$ cat src/hdl/bspline_basis_eval_assert.svh
// Assertion macros for the B-spline basis evaluator.
// Each macro takes a label, an antecedent and a consequent.
`ifndef BSPLINE_BASIS_EVAL_ASSERT_SVH
`define BSPLINE_BASIS_EVAL_ASSERT_SVH
`ifndef SYNTH
`define BBE_ASSERT_SAME(lbl, a, c) \
   lbl: assert property (@(posedge clock) disable iff (reset) (a) |-> (c)) \
      else $error("bspline_basis_eval: same-cycle check failed");
`define BBE_ASSERT_NEXT(lbl, a, c) \
   lbl: assert property (@(posedge clock) disable iff (reset) (a) |=> (c)) \
      else $error("bspline_basis_eval: next-cycle check failed");
`else
`define BBE_ASSERT_SAME(lbl, a, c)
`define BBE_ASSERT_NEXT(lbl, a, c)
`endif
`endif

$ cat src/hdl/bbe_pkg.sv
package bbe_pkg;

   localparam int Q_W = 17;
   localparam logic [Q_W-1:0] Q_ONE = 17'h10000;
   localparam int DVD_W = 33;
   localparam int ORDER_W = 4;
   localparam int INDEX_W = 5;
   localparam int CSR_IDX_W = 1;
   localparam int CSR_DATA_W = 5;
   localparam logic [CSR_IDX_W-1:0] CSR_CURVE_ORDER = 1'b0;
   localparam logic [CSR_IDX_W-1:0] CSR_LAST_CONTROL_INDEX = 1'b1;
   localparam logic [ORDER_W-1:0] ORDER_RESET = 4'd4;
   localparam logic [INDEX_W-1:0] LAST_INDEX_RESET = 5'd7;
   localparam int DEF_MAX_POINTS = 32;
   localparam int DEF_MAX_ORDER = 8;

   typedef struct packed {
      logic load;
      logic knot_div;
      logic knot_cap;
      logic build;
      logic lvl_init;
      logic rd0;
      logic rd1;
      logic rd2;
      logic t1_start;
      logic t1_cap;
      logic t2_start;
      logic t2_cap;
      logic wr;
      logic out_init;
      logic out_rd;
      logic out_load;
      logic out_next;
   } bbe_cmd_type;

   typedef struct packed {
      logic div_done;
      logic build_last;
      logic k_one;
      logic term1_zero;
      logic term2_zero;
      logic j_last;
      logic i_last;
      logic out_last;
      logic rsp_fire;
   } bbe_stat_type;

endpackage

$ cat src/hdl/bbe_div.sv
module bbe_div
   import bbe_pkg::*;
(
   input  logic             clock,
   input  logic             reset,
   input  logic             start,
   input  logic [DVD_W-1:0] dividend,
   input  logic [Q_W-1:0]   divisor,
   output logic             done,
   output logic [DVD_W-1:0] quotient,
   output logic [Q_W-1:0]   remainder
);

   localparam int CNT_W = $clog2(DVD_W + 1);

   logic [DVD_W-1:0] dvd_ff;
   logic [DVD_W-1:0] quo_ff;
   logic [Q_W-1:0]   rem_ff;
   logic [Q_W-1:0]   div_ff;
   logic [CNT_W-1:0] cnt_ff;
   logic             busy_ff;
   logic             done_ff;
   logic [Q_W:0]     trial;
   logic [Q_W:0]     trial_sub;
   logic             take;
   logic [Q_W-1:0]   rem_in;

   always_comb begin
      trial = {rem_ff, dvd_ff[DVD_W-1]};
      trial_sub = trial - {1'b0, div_ff};
      take = trial >= {1'b0, div_ff};
      rem_in = take ? trial_sub[Q_W-1:0] : trial[Q_W-1:0];
   end

   always_ff @(posedge clock) begin
      if (reset) begin
         busy_ff <= 1'b0;
         done_ff <= 1'b0;
         cnt_ff <= '0;
      end else begin
         done_ff <= 1'b0;
         if (start) begin
            busy_ff <= 1'b1;
            cnt_ff <= CNT_W'(DVD_W);
            dvd_ff <= dividend;
            div_ff <= divisor;
            rem_ff <= '0;
            quo_ff <= '0;
         end else if (busy_ff) begin
            dvd_ff <= {dvd_ff[DVD_W-2:0], 1'b0};
            quo_ff <= {quo_ff[DVD_W-2:0], take};
            rem_ff <= rem_in;
            cnt_ff <= cnt_ff - CNT_W'(1);
            if (cnt_ff == CNT_W'(1)) begin
               busy_ff <= 1'b0;
               done_ff <= 1'b1;
            end
         end
      end
   end

   assign done = done_ff;
   assign quotient = quo_ff;
   assign remainder = rem_ff;

endmodule

$ cat src/hdl/bbe_ctrl.sv
module bbe_ctrl
   import bbe_pkg::*;
(
   input  logic         clock,
   input  logic         reset,
   input  logic         req_valid,
   input  bbe_stat_type stat,
   output bbe_cmd_type  cmd,
   output logic         req_stall
);

   typedef enum logic [4:0] {
      S_IDLE, S_KDIV, S_KWAIT, S_BUILD, S_LINIT, S_RD0, S_RD1, S_RD2,
      S_T1, S_T1W, S_T2, S_T2W, S_WR, S_OINIT, S_ORD, S_OLD, S_OWAIT
   } state_type;

   state_type state_ff;
   state_type state_in;

   always_comb begin
      state_in = state_ff;
      cmd = '0;
      unique case (state_ff)
         S_IDLE: begin
            if (req_valid) begin
               cmd.load = 1'b1;
               state_in = S_KDIV;
            end
         end
         S_KDIV: begin
            cmd.knot_div = 1'b1;
            state_in = S_KWAIT;
         end
         S_KWAIT: begin
            if (stat.div_done) begin
               cmd.knot_cap = 1'b1;
               state_in = S_BUILD;
            end
         end
         S_BUILD: begin
            cmd.build = 1'b1;
            if (stat.build_last) state_in = S_LINIT;
         end
         S_LINIT: begin
            if (stat.k_one) begin
               state_in = S_OINIT;
            end else begin
               cmd.lvl_init = 1'b1;
               state_in = S_RD0;
            end
         end
         S_RD0: begin
            cmd.rd0 = 1'b1;
            state_in = S_RD1;
         end
         S_RD1: begin
            cmd.rd1 = 1'b1;
            state_in = S_RD2;
         end
         S_RD2: begin
            cmd.rd2 = 1'b1;
            state_in = S_T1;
         end
         S_T1: begin
            if (stat.term1_zero) begin
               state_in = S_T2;
            end else begin
               cmd.t1_start = 1'b1;
               state_in = S_T1W;
            end
         end
         S_T1W: begin
            if (stat.div_done) begin
               cmd.t1_cap = 1'b1;
               state_in = S_T2;
            end
         end
         S_T2: begin
            if (stat.term2_zero) begin
               state_in = S_WR;
            end else begin
               cmd.t2_start = 1'b1;
               state_in = S_T2W;
            end
         end
         S_T2W: begin
            if (stat.div_done) begin
               cmd.t2_cap = 1'b1;
               state_in = S_WR;
            end
         end
         S_WR: begin
            cmd.wr = 1'b1;
            state_in = (stat.j_last && stat.i_last) ? S_OINIT : S_RD0;
         end
         S_OINIT: begin
            cmd.out_init = 1'b1;
            state_in = S_ORD;
         end
         S_ORD: begin
            cmd.out_rd = 1'b1;
            state_in = S_OLD;
         end
         S_OLD: begin
            cmd.out_load = 1'b1;
            state_in = S_OWAIT;
         end
         S_OWAIT: begin
            if (stat.rsp_fire) begin
               if (stat.out_last) begin
                  state_in = S_IDLE;
               end else begin
                  cmd.out_next = 1'b1;
                  state_in = S_ORD;
               end
            end
         end
         default: state_in = S_IDLE;
      endcase
   end

   always_ff @(posedge clock) begin
      if (reset) begin
         state_ff <= S_IDLE;
      end else begin
         state_ff <= state_in;
      end
   end

   assign req_stall = (state_ff != S_IDLE);

endmodule

$ cat src/hdl/bbe_datapath.sv
module bbe_datapath
   import bbe_pkg::*;
#(
   parameter int MAX_POINTS = DEF_MAX_POINTS,
   parameter int MAX_ORDER = DEF_MAX_ORDER
) (
   input  logic                  clock,
   input  logic                  reset,
   input  bbe_cmd_type           cmd,
   output bbe_stat_type          stat,
   input  logic                  csr_write_enable,
   input  logic [CSR_IDX_W-1:0]  csr_index,
   input  logic [CSR_DATA_W-1:0] csr_write_data,
   input  logic [Q_W-1:0]        req_param_u,
   output logic                  rsp_valid,
   input  logic                  rsp_stall,
   output logic [Q_W-1:0]        rsp_weight,
   output logic [INDEX_W-1:0]    rsp_point_index,
   output logic                  rsp_last_weight
);

   localparam int DEPTH = MAX_POINTS + MAX_ORDER;
   localparam int IDX_W = $clog2(DEPTH);
   localparam int CW = IDX_W + 1;

   logic [ORDER_W-1:0] order_ff;
   logic [INDEX_W-1:0] last_ff;
   logic [CW-1:0]      k_calc;
   logic [CW-1:0]      n_calc;

   logic [Q_W-1:0] u_ff;
   logic [CW-1:0]  k_ff;
   logic [CW-1:0]  n_ff;
   logic [CW-1:0]  p;
   logic [CW-1:0]  x_ff;
   logic [CW-1:0]  i_ff;
   logic [CW-1:0]  j_ff;
   logic           found_ff;
   logic [Q_W-1:0] q_ff;
   logic [CW-1:0]  r_ff;
   logic [Q_W-1:0] q0_ff;
   logic [CW-1:0]  r0_ff;

   logic [Q_W-1:0] kj_ff, kij_ff, bj_ff, kj1_ff, kij1_ff, bj1_ff;
   logic [DVD_W-1:0] term1_ff, term2_ff;

   logic [Q_W-1:0] knot_mem [DEPTH];
   logic [Q_W-1:0] basis_mem [DEPTH];
   logic [Q_W-1:0] knot_rda_ff, knot_rdb_ff, basis_rd_ff;

   logic             rsp_valid_ff;
   logic [Q_W-1:0]   rsp_weight_ff;
   logic [INDEX_W-1:0] rsp_index_ff;
   logic             rsp_last_ff;

   logic [CW:0]     r_sum;
   logic            wrap;
   logic [Q_W-1:0]  q_step;
   logic [CW-1:0]   r_in;
   logic            interior;
   logic [Q_W-1:0]  knot_val;
   logic            hit;

   logic [CW-1:0]   ra_a, ra_b, ra_basis;
   logic            basis_we;
   logic [IDX_W-1:0] basis_wa;
   logic [Q_W-1:0]  basis_wd;

   logic [Q_W-1:0]  diff1, diff2, d1, d2, den1, den2;
   logic [Q_W-1:0]  mul_a, mul_b;
   logic [DVD_W-1:0] product;
   logic             div_start;
   logic [DVD_W-1:0] div_dividend;
   logic [Q_W-1:0]   div_divisor;
   logic             div_done;
   logic [DVD_W-1:0] div_quo;
   logic [Q_W-1:0]   div_rem;
   logic [DVD_W:0]   sum;
   logic [Q_W-1:0]   sat;
   logic             rsp_fire;

   always_ff @(posedge clock) begin
      if (reset) begin
         order_ff <= ORDER_RESET;
         last_ff <= LAST_INDEX_RESET;
      end else if (csr_write_enable) begin
         unique case (csr_index)
            CSR_CURVE_ORDER:        order_ff <= csr_write_data[ORDER_W-1:0];
            CSR_LAST_CONTROL_INDEX: last_ff <= csr_write_data;
            default: ;
         endcase
      end
   end

   always_comb begin
      int kv;
      int nv;
      nv = int'(last_ff);
      if (nv > MAX_POINTS - 1) nv = MAX_POINTS - 1;
      kv = int'(order_ff);
      if (kv == 0) kv = 1;
      if (kv > MAX_ORDER) kv = MAX_ORDER;
      if (kv > nv + 1) kv = nv + 1;
      k_calc = CW'(kv);
      n_calc = CW'(nv);
   end

   always_comb begin
      p = n_ff - k_ff + CW'(2);
      r_sum = {1'b0, r_ff} + {1'b0, r0_ff};
      wrap = r_sum >= {1'b0, p};
      q_step = q_ff + q0_ff + Q_W'(wrap);
      r_in = wrap ? CW'(r_sum - {1'b0, p}) : CW'(r_sum);
      interior = (x_ff >= k_ff) && (x_ff <= n_ff);
      if (x_ff < k_ff) begin
         knot_val = '0;
      end else if (x_ff <= n_ff) begin
         knot_val = q_step;
      end else begin
         knot_val = Q_ONE;
      end
      hit = (x_ff >= k_ff) && (u_ff < knot_val) && !found_ff;
   end

   always_comb begin
      diff1 = u_ff - kj_ff;
      diff2 = kij1_ff - u_ff;
      d1 = kij_ff - kj_ff;
      d2 = kij1_ff - kj1_ff;
      den1 = (d1 == '0) ? Q_ONE : d1;
      den2 = (d2 == '0) ? Q_ONE : d2;
      mul_a = cmd.t2_start ? diff2 : diff1;
      mul_b = cmd.t2_start ? bj1_ff : bj_ff;
      product = DVD_W'(mul_a) * DVD_W'(mul_b);
      div_start = cmd.knot_div | cmd.t1_start | cmd.t2_start;
      if (cmd.knot_div) begin
         div_dividend = DVD_W'(Q_ONE);
         div_divisor = Q_W'(p);
      end else begin
         div_dividend = product;
         div_divisor = cmd.t2_start ? den2 : den1;
      end
      sum = {1'b0, term1_ff} + {1'b0, term2_ff};
      sat = (sum > (DVD_W + 1)'(Q_ONE)) ? Q_ONE : sum[Q_W-1:0];
   end

   bbe_div u_div (
      .clock     (clock),
      .reset     (reset),
      .start     (div_start),
      .dividend  (div_dividend),
      .divisor   (div_divisor),
      .done      (div_done),
      .quotient  (div_quo),
      .remainder (div_rem)
   );

   always_comb begin
      ra_a = cmd.rd1 ? (j_ff + CW'(1)) : j_ff;
      ra_b = cmd.rd1 ? (i_ff + j_ff + CW'(1)) : (i_ff + j_ff);
      ra_basis = cmd.rd1 ? (j_ff + CW'(1)) : j_ff;
      basis_we = (cmd.build && (x_ff != '0)) || cmd.wr;
      if (cmd.wr) begin
         basis_wa = j_ff[IDX_W-1:0];
         basis_wd = sat;
      end else begin
         basis_wa = IDX_W'(x_ff - CW'(1));
         basis_wd = hit ? Q_ONE : '0;
      end
   end

   always_ff @(posedge clock) begin
      if (cmd.build) knot_mem[x_ff[IDX_W-1:0]] <= knot_val;
      if (basis_we) basis_mem[basis_wa] <= basis_wd;
      if (cmd.rd0 || cmd.rd1) begin
         knot_rda_ff <= knot_mem[ra_a[IDX_W-1:0]];
         knot_rdb_ff <= knot_mem[ra_b[IDX_W-1:0]];
      end
      if (cmd.rd0 || cmd.rd1 || cmd.out_rd) begin
         basis_rd_ff <= basis_mem[ra_basis[IDX_W-1:0]];
      end
   end

   always_ff @(posedge clock) begin
      if (cmd.load) begin
         u_ff <= req_param_u;
         k_ff <= k_calc;
         n_ff <= n_calc;
         x_ff <= '0;
         found_ff <= 1'b0;
         q_ff <= '0;
         r_ff <= '0;
      end
      if (cmd.knot_cap) begin
         q0_ff <= div_quo[Q_W-1:0];
         r0_ff <= CW'(div_rem);
      end
      if (cmd.build) begin
         x_ff <= x_ff + CW'(1);
         if (hit) found_ff <= 1'b1;
         if (interior) begin
            q_ff <= q_step;
            r_ff <= r_in;
         end
      end
      if (cmd.lvl_init) begin
         i_ff <= CW'(1);
         j_ff <= k_ff - CW'(2);
      end
      if (cmd.rd1) begin
         kj_ff <= knot_rda_ff;
         kij_ff <= knot_rdb_ff;
         bj_ff <= basis_rd_ff;
      end
      if (cmd.rd2) begin
         kj1_ff <= knot_rda_ff;
         kij1_ff <= knot_rdb_ff;
         bj1_ff <= basis_rd_ff;
         term1_ff <= '0;
         term2_ff <= '0;
      end
      if (cmd.t1_cap) term1_ff <= div_quo;
      if (cmd.t2_cap) term2_ff <= div_quo;
      if (cmd.wr) begin
         if (j_ff == n_ff) begin
            i_ff <= i_ff + CW'(1);
            j_ff <= k_ff - i_ff - CW'(2);
         end else begin
            j_ff <= j_ff + CW'(1);
         end
      end
      if (cmd.out_init) j_ff <= '0;
      if (cmd.out_next) j_ff <= j_ff + CW'(1);
      if (cmd.out_load) begin
         rsp_weight_ff <= basis_rd_ff;
         rsp_index_ff <= INDEX_W'(j_ff);
         rsp_last_ff <= (j_ff == n_ff);
      end
   end

   assign rsp_fire = rsp_valid_ff && !rsp_stall;

   always_ff @(posedge clock) begin
      if (reset) begin
         rsp_valid_ff <= 1'b0;
      end else if (cmd.out_load) begin
         rsp_valid_ff <= 1'b1;
      end else if (rsp_fire) begin
         rsp_valid_ff <= 1'b0;
      end
   end

   always_comb begin
      stat.div_done = div_done;
      stat.build_last = (x_ff == n_ff + k_ff);
      stat.k_one = (k_ff == CW'(1));
      stat.term1_zero = (u_ff <= kj_ff) || (bj_ff == '0);
      stat.term2_zero = (kij1_ff <= u_ff) || (bj1_ff == '0);
      stat.j_last = (j_ff == n_ff);
      stat.i_last = (i_ff == k_ff - CW'(1));
      stat.out_last = (j_ff == n_ff);
      stat.rsp_fire = rsp_fire;
   end

   assign rsp_valid = rsp_valid_ff;
   assign rsp_weight = rsp_weight_ff;
   assign rsp_point_index = rsp_index_ff;
   assign rsp_last_weight = rsp_last_ff;

endmodule

$ cat src/hdl/bspline_basis_eval.sv
// B-spline basis evaluator on a clamped uniform knot vector over [0,1].
// Write curve_order (index 0) and last_control_index (index 1) through the
// csr_ port while the block is idle; a write takes effect at once.
// A request transfer carries one parameter u in Q1.16. The block then
// emits n+1 response transfers, one weight per control point in index
// order, with rsp_last_weight set on the last one.
// The knot table is rebuilt for every request: one division sets the
// knot step, then one knot is written per cycle, n+k+1 knots in all.
// Each recursion entry reads its operands, then uses the shared
// bit-serial divider for every nonzero term; the recursion visits
// (k-1)(n+2) - k(k-1)/2 entries, at most two divisions each.
// Output reads each weight and holds it until the receiver takes it.
// One request is processed at a time; req_stall is high from the request
// transfer until the last weight is transferred. A stalled response holds
// its value. Reset returns the registers to order 4 and index 7 and
// drops any request in flight.
`include "bspline_basis_eval_assert.svh"
module bspline_basis_eval
   import bbe_pkg::*;
#(
   parameter int MAX_POINTS = DEF_MAX_POINTS,
   parameter int MAX_ORDER = DEF_MAX_ORDER
) (
   input  logic                  clock,
   input  logic                  reset,
   input  logic                  csr_write_enable,
   input  logic [CSR_IDX_W-1:0]  csr_index,
   input  logic [CSR_DATA_W-1:0] csr_write_data,
   input  logic                  req_valid,
   output logic                  req_stall,
   input  logic [Q_W-1:0]        req_param_u,
   output logic                  rsp_valid,
   input  logic                  rsp_stall,
   output logic [Q_W-1:0]        rsp_weight,
   output logic [INDEX_W-1:0]    rsp_point_index,
   output logic                  rsp_last_weight
);

   bbe_cmd_type  cmd;
   bbe_stat_type stat;

   bbe_ctrl u_ctrl (
      .clock     (clock),
      .reset     (reset),
      .req_valid (req_valid),
      .stat      (stat),
      .cmd       (cmd),
      .req_stall (req_stall)
   );

   bbe_datapath #(
      .MAX_POINTS (MAX_POINTS),
      .MAX_ORDER  (MAX_ORDER)
   ) u_datapath (
      .clock            (clock),
      .reset            (reset),
      .cmd              (cmd),
      .stat             (stat),
      .csr_write_enable (csr_write_enable),
      .csr_index        (csr_index),
      .csr_write_data   (csr_write_data),
      .req_param_u      (req_param_u),
      .rsp_valid        (rsp_valid),
      .rsp_stall        (rsp_stall),
      .rsp_weight       (rsp_weight),
      .rsp_point_index  (rsp_point_index),
      .rsp_last_weight  (rsp_last_weight)
   );

   `BBE_ASSERT_SAME(a_busy_while_rsp, rsp_valid, req_stall)
   `BBE_ASSERT_NEXT(a_last_ends_run, rsp_valid && !rsp_stall && rsp_last_weight, !rsp_valid)
   `BBE_ASSERT_NEXT(a_req_starts_run, req_valid && !req_stall, req_stall && !rsp_valid)

endmodule
$ cat config.mk
export PLATFORM = sky130hd
export DESIGN_NAME = bspline_basis_eval
export DESIGN_NICKNAME = d
export VERILOG_FILES = /design/src/hdl/bbe_pkg.sv /design/src/hdl/bbe_div.sv /design/src/hdl/bbe_ctrl.sv /design/src/hdl/bbe_datapath.sv /design/src/hdl/bspline_basis_eval.sv
export VERILOG_INCLUDE_DIRS = /design/src /design/src/hdl
export SDC_FILE = /design/constraint.sdc
export NUM_CORES = 2
export LEC_CHECK = 0
export BUFFER_PORTS_ARGS = -buffer_cell sky130_fd_sc_hd__buf_2
export CAP_MARGIN = 15
export CELL_PAD_IN_SITES_DETAIL_PLACEMENT = 0
export CELL_PAD_IN_SITES_GLOBAL_PLACEMENT = 1
export CORE_ASPECT_RATIO = 1.1
export CORE_MARGIN = 2
export CORE_UTILIZATION = 55
export DETAILED_ROUTE_END_ITERATION = 6
export PLACE_DENSITY_LB_ADDON = 0.2
export RECOVER_POWER = 25
export SYNTH_ARGS = -nofsm -noshare
export SYNTH_HDL_FRONTEND = slang
export SYNTH_SLANG_ARGS = --single-unit
$ cat constraint.sdc
create_clock -name clock -period 12.1 [get_ports clock]
set_input_delay 0.605 -clock clock [delete_from_list [all_inputs] [get_ports clock]]
set_output_delay 0.605 -clock clock [all_outputs]
set_load 0.02 [all_outputs]
## Word-level counts from Yosys, hierarchy flattened

Memories as Yosys holds them, arrays and structs flattened. A register that Yosys moved wholly into a read port is not among the register bits.
Index checks and enable logic that the tools add are counted.

- Add/subtract/negate cells: 25
- $mul: 1
- $lt $le $gt $ge: 11
- Equal/unequal tests: 27
- Muxes and demuxes: 94
- Bitwise operators: 5
- Reductions and logical operators: 34

Operators with widths:

| operator | count |
|---|---|
| 17-bit two-way mux | 15 |
| 33-bit two-way mux | 7 |
| 7-bit two-way mux | 16 |
| 5-bit case mux with 17 select lines | 1 |
| 17-bit subtractor | 5 |
| 17-bit zero test | 4 |
| 5-bit by 4-bit == test with 1-bit output, second input constant | 8 |
| 1-bit two-way mux | 37 |
| 33-bit by 33-bit adder with 34-bit output | 1 |
| 34-bit by 17-bit greater-than comparator with 1-bit output, second input constant | 1 |
| 17-bit <= comparator | 2 |
| 17-bit by 17-bit multiplier with 33-bit output | 1 |
| 5-bit by 32-bit greater-than comparator with 1-bit output | 1 |
| 5-bit two-way mux | 6 |
| 6-bit two-way mux | 5 |
| 7-bit by 1-bit adder with 7-bit output, second input constant | 3 |
| 5-bit by 3-bit == test with 1-bit output, second input constant | 4 |
| 4-bit two-way mux | 5 |
| 18-bit by 17-bit >= comparator with 1-bit output | 1 |
| 17-bit by 1-bit adder with 17-bit output | 1 |
| 17-bit adder | 1 |
| 17-bit less-than comparator | 1 |
| 7-bit == test | 2 |
| 7-bit by 2-bit subtractor with 7-bit output, second input constant | 2 |
| other kinds (40) | 67 |

- Bits in registers: 413
- Memory bits (writable): 1,360
- Memories kept: 2

Memories:

| memory | words | width | read ports | clocked after memory_dff | write ports | line | RTL |
|---|---|---|---|---|---|---|---|
| u_datapath.basis_mem | 40 | 17 | 1 | 1 | 1 | bbe_datapath.sv:48 | `logic [Q_W-1:0] basis_mem [DEPTH];` |
| u_datapath.knot_mem | 40 | 17 | 2 | 2 | 1 | bbe_datapath.sv:47 | `logic [Q_W-1:0] knot_mem [DEPTH];` |

## Longest topological paths before layout

- Word-level depth: 11
- Depth in mapped cells: 36
- Mapped depth without buffers: 34

## Modules after synthesis

A second synthesis with hierarchy kept.

- Cells, all modules: 6,276
- Area total of the unflattened synthesis: 94,551.9 um^2

Modules (own cells, without submodules):

| module | instances | cells an instance | area an instance (um^2) | seq. area each (um^2) |
|---|---|---|---|---|
| bbe_datapath | 1 | 5,797 | 88,866.5 | 50,928.8 |
| bbe_div | 1 | 394 | 5,094.9 | 3,163.0 |
| bbe_ctrl | 1 | 85 | 590.6 | 100.1 |

## Least setup slack after synthesis

OpenSTA, ideal clock, no wires.

- Path kind: register to register
- Start: reg u_datapath.u_ff[1]
- End: reg u_datapath.u_div.dvd_ff[32], data pin
- Library setup time: 0.267 ns
- Data arrival time: 8.614 ns
- Required time: 11.833 ns
- Slack: 3.219 ns
- Stages on the path, launching flop included: 33
- Buffers on the path: 1
- Period minus slack after synthesis: 8.881 ns
- Cells stage by stage: edfxtp_1 inv_1 ha_1 nor2b_1 o31a_1 o41ai_1 nand3_1 nand3_1 clkinv_1 or3_1 o22ai_1 clkbuf_1 nand2_1 fa_1 fa_1 fa_1 inv_1 fa_1 fa_1 inv_1 fa_1 inv_1 ha_1 a21oi_1 a21oi_1 a211oi_1 o221a_2 o41a_1 a2111oi_0 or3_1 a31oi_1 xnor2_1 o21ai_0

- Longest elaborated chain between the ends: 8
- Elaborated cells on any way between the ends: 17
- Classes of those cells: 2 x add/sub; 1 x mul; 2 x order compare; 8 x mux; 2 x bitwise; 2 x reduce/logical

RTL lines:

| item | line | RTL |
|---|---|---|
| start, declared | bbe_datapath.sv:31 | `logic [Q_W-1:0] u_ff;` |
| start signal, assigned | bbe_datapath.sv:186 | `u_ff <= req_param_u;` |
| 17-bit <= comparator | bbe_datapath.sv:258 | `stat.term2_zero = (kij1_ff <= u_ff) \|\| (bj1_ff == '0);` |
| 1-bit logical OR | bbe_datapath.sv:258 |  |
| 1-bit two-way mux | bbe_ctrl.sv:79 | `if (stat.term2_zero) begin` |
| 1-bit two-way mux | bbe_ctrl.sv:23 | `unique case (state_ff)` |
| 17-bit two-way mux, on equally long branches | bbe_datapath.sv:132, bbe_datapath.sv:133 |  |
| 17-bit by 17-bit multiplier with 33-bit output | bbe_datapath.sv:134 | `product = DVD_W'(mul_a) * DVD_W'(mul_b);` |
| 33-bit two-way mux | bbe_datapath.sv:136 | `if (cmd.knot_div) begin` |
| 33-bit two-way mux * | bbe_div.sv:42 | `if (start) begin` |
| end signal, assigned | bbe_div.sv:45 | `dvd_ff <= dividend;` |
| end signal, assigned | bbe_div.sv:50 | `dvd_ff <= {dvd_ff[DVD_W-2:0], 1'b0};` |
| end, declared | bbe_div.sv:16 | `logic [DVD_W-1:0] dvd_ff;` |

Every way passes the cells marked *; elsewhere a longest branch is shown, timed or not.
A chain may end at the register's enable or synchronous reset.

## Worst setup path in the final report

Same ends and word-level chain as after synthesis.

==> impl_results.md <==
- Status: finished with violations
- Failing checks: capacitance limit, slew limit
- Relative slew margins: -120%
- Worst R2R Setup Slack: 1900 ps
- TritonCTS clock tree: built
- Crit Path Max Fanout: 14
- Vias: 54,900
- Root Driver: clkbuf_16
- Final Wtd Congestion: 0.937
- Worst hold path class: in -> reg
- Largest family of logic cells by synthesized area: multiplexers
- Place WS: 1880 ps
- Hpwl dp: 157 mm
- Starting Density: 55.5%
- Area growth syn-to-layout: 10.7%
- DRC: 0
- Multi-input gate area: 37,100 sq um
- Cells after synthesis: 6,215
- CP Data Required Time: 12,670 ps
- IO Port Bufs: 52
- R2R depth: 32
- Post-layout nets: 6,946
- Top FF cell, synth: edfxtp_1
- Worst Skew: 48.0 ps
- Final setup violation count: 0
- Slowest-stage cell, CP: a2111oi_0
- Via/cell ratio: 6.27
- I/O pin cnt: 53
- Ratio of final minimum period to clock period: 84.3%
- Post-synthesis compound-gate area fraction: 5.38%
- Synth Area in XOR/XNOR: 1.89%
- Num rows: 158
- Register area: 54,200 sq um
- Fillers: 12,500
- Async set-reset flop share out of synthesis: 0%
- Worst-Margin Slew: 3300 ps
- CP Capture Type: register
- DIE WIDTH: 398 um
- Core area: 169,000 sq um
- Worst setup path class: reg -> reg
- Setup_tns: 0 ps
- Die height: 437 um
- Post-synthesis mux area share: 15.2%
- Critical path arrival: 10,770 ps
- Number of global-route vias before repair: 55,600
- Most used cell, CP: fa_1
- Final min period: 10,200 ps
- Max H-tree Level: 4
- Drt total wl: 240 mm
- PostCTS Resize Cnt: 0
- Pins Over Slew Limit: 602
- Clock Sinks: 1,823
- DR pass1 iterations: 6
- Max_cap viols: 24
- Fin util: 61.4%
- Share of layout cells above drive strength 1: 17.6%
- Slowest cell delay on critical path: 830 ps
- FF-to-FF Start: u_datapath.u_ff[1]
- Startpoint Class: register
- Initial DRC count: 5,828
- Grt total ovfl: 0
- Largest net degree at the start of global routing: 125
- Avg WL per Cell: 27.5 um
- First-pass GRT wire length: 357 mm
- Clock Latency Late Sink: 850 ps
- Die area: 174,000 sq um
- Post-synthesis adder-cell area fraction: 9.37%
- Post-route worst setup slack: 1900 ps
- Initial antenna violation count: 7
- Critical hold path startpoint: csr_index
- FF+latch count, synth: 1,823
- ANT nets after route: 0
- Hold endpoint: u_datapath.last_ff[3]
- Final Hold Viols: 0
- Netlist cell types: 93
- Post-synthesis sequential area ratio: 57.8%
- Min-Delay Path Depth: 3
- Simple-Gate Fraction of Synth Area: 7.23%
- RSZ-0062 raised after global routing: false
- Deepest clock path buffer count: 3
- Synthesized area per cell: 15.1 sq um
- Worst r2r dst: u_datapath.u_div.dvd_ff[32]
- Worst-path clk slew: 60 ps
- Post-Syn Area: 93,700 sq um
- Post-synth EDFFs: 1,768
- Total Routing Usage GR: 28.0%
- Achievable Freq: 98.0 MHz
- Total CTS buffers: 183
- Yosys warns: 0
-- timing repair --
action,CTS,global route
setup buffers,0,0
hold buffers,17,0
endpoints found under the setup margin,0,0
endpoints found under the hold margin,17,0
-- state kept, by name, summed over array words and instances, names as in the netlist, 33 cells and up --
signal	count
u_datapath.basis_mem	680
u_datapath.knot_mem	680
u_datapath.term1_ff	33
u_datapath.term2_ff	33
u_datapath.u_div.dvd_ff	33
u_datapath.u_div.quotient	33
-- cells in the final DEF, fill, tap and decap left out, types with 142 or more instances in the layout --
master	count
a21oi_1	256
clkbuf_16	185
edfxtp_1	1768
fa_1	237
ha_1	323
inv_1	464
mux4_2	578
nand2_1	356
nor2_1	316
o21ai_0	142
-- cells in the mapped netlist (all sizes together) (86+ instances only) --
library cell | count | area share (%)
a211oi | 125 | 1.0
a21oi | 262 | 1.4
and2 | 154 | 1.0
buf | 106 | 0.55
clkbuf | 179 | 0.72
edfxtp | 1768 | 57
fa | 237 | 5.1
ha | 323 | 4.3
inv | 464 | 1.9
mux2i | 115 | 1.2
mux4 | 578 | 14
nand2 | 357 | 1.4
nand3 | 130 | 0.70
nor2 | 379 | 1.5
o21ai | 150 | 0.80
xnor2 | 115 | 1.1
xor2 | 86 | 0.80
-- per-layer routing --
metal | vias up | routed length (um) | track usage (%)
met2 | 2155 | 117000 | 45.6
met1 | 28300 | 97000 | 38.6
met5 | - | 0 | 0
met4 | 0 | 8380 | 9.41
met3 | 445 | 17900 | 4.56
li1 | 24000 | - | -
-- worst max-delay path, delay by kind of cell, from the launching register on --
kind            cells  cell delay [ps]
xor+xnor            1              140
compound gates      9             2840
simple gates        8             2030
flops               1              480
buf+inv             6              940
fa+ha+maj           8             3480
-- through the flow --
| stage | cell area [sq um] | instances | hold WS (ps) |
|---|---|---|---|
| final | 104000 | 8755 | 95.1 |
| after global placement | 97400 | 8383 | 424 |
| after global routing | 104000 | 8752 | 77.5 |
| after floorplan | 93700 | 6216 | 421 |
| after detailed placement | 97400 | 8385 | 430 |
| after CTS | 104000 | 8741 | 14.6 |
-- cell type report --
class	count	area share [%]
Tap cell	2240	2.70
Antenna cell	3	0.00724
Clock buffer	221	4.61
Multi-Input combinational cell	3643	35.8
Timing Repair Buffer	242	1.77
Sequential cell	1823	52.2
Inverter	465	1.68
Clock inverter	118	1.21
-- how the worst max path moves through the flow --
| stage | start | end | slack (ps) | depth (start not counted) |
|---|---|---|---|---|
| 2_1_floorplan | u_datapath.u_ff[1] | u_datapath.u_div.dvd_ff[32] | 3220 | 32 |
| 3_3_place_gp | u_datapath.u_ff[1] | u_datapath.u_div.dvd_ff[31] | 2060 | 31 |
| 3_5_place_dp | u_datapath.u_ff[1] | u_datapath.u_div.dvd_ff[31] | 1880 | 31 |
| 4_1_cts | u_datapath.u_ff[1] | u_datapath.u_div.dvd_ff[31] | 1830 | 31 |
| 5_1_grt | u_datapath.u_ff[1] | u_datapath.u_div.dvd_ff[31] | 1240 | 32 |
| 6_report | u_datapath.u_ff[1] | u_datapath.u_div.dvd_ff[32] | 1900 | 32 |
-- logic make-up after synthesis --
family / Yosys count
DFF: 1823
and+or+nand+nor: 1395
AOI/OAI and AO/OA: 788
buffers and inverters: 750
muxes: 697
adders and majority gates: 560
xor gates and xnor gates: 201
other: 1
Power is not shown: default switching activity piles up to over one toggle a cycle in this logic, so the estimate is an artifact.
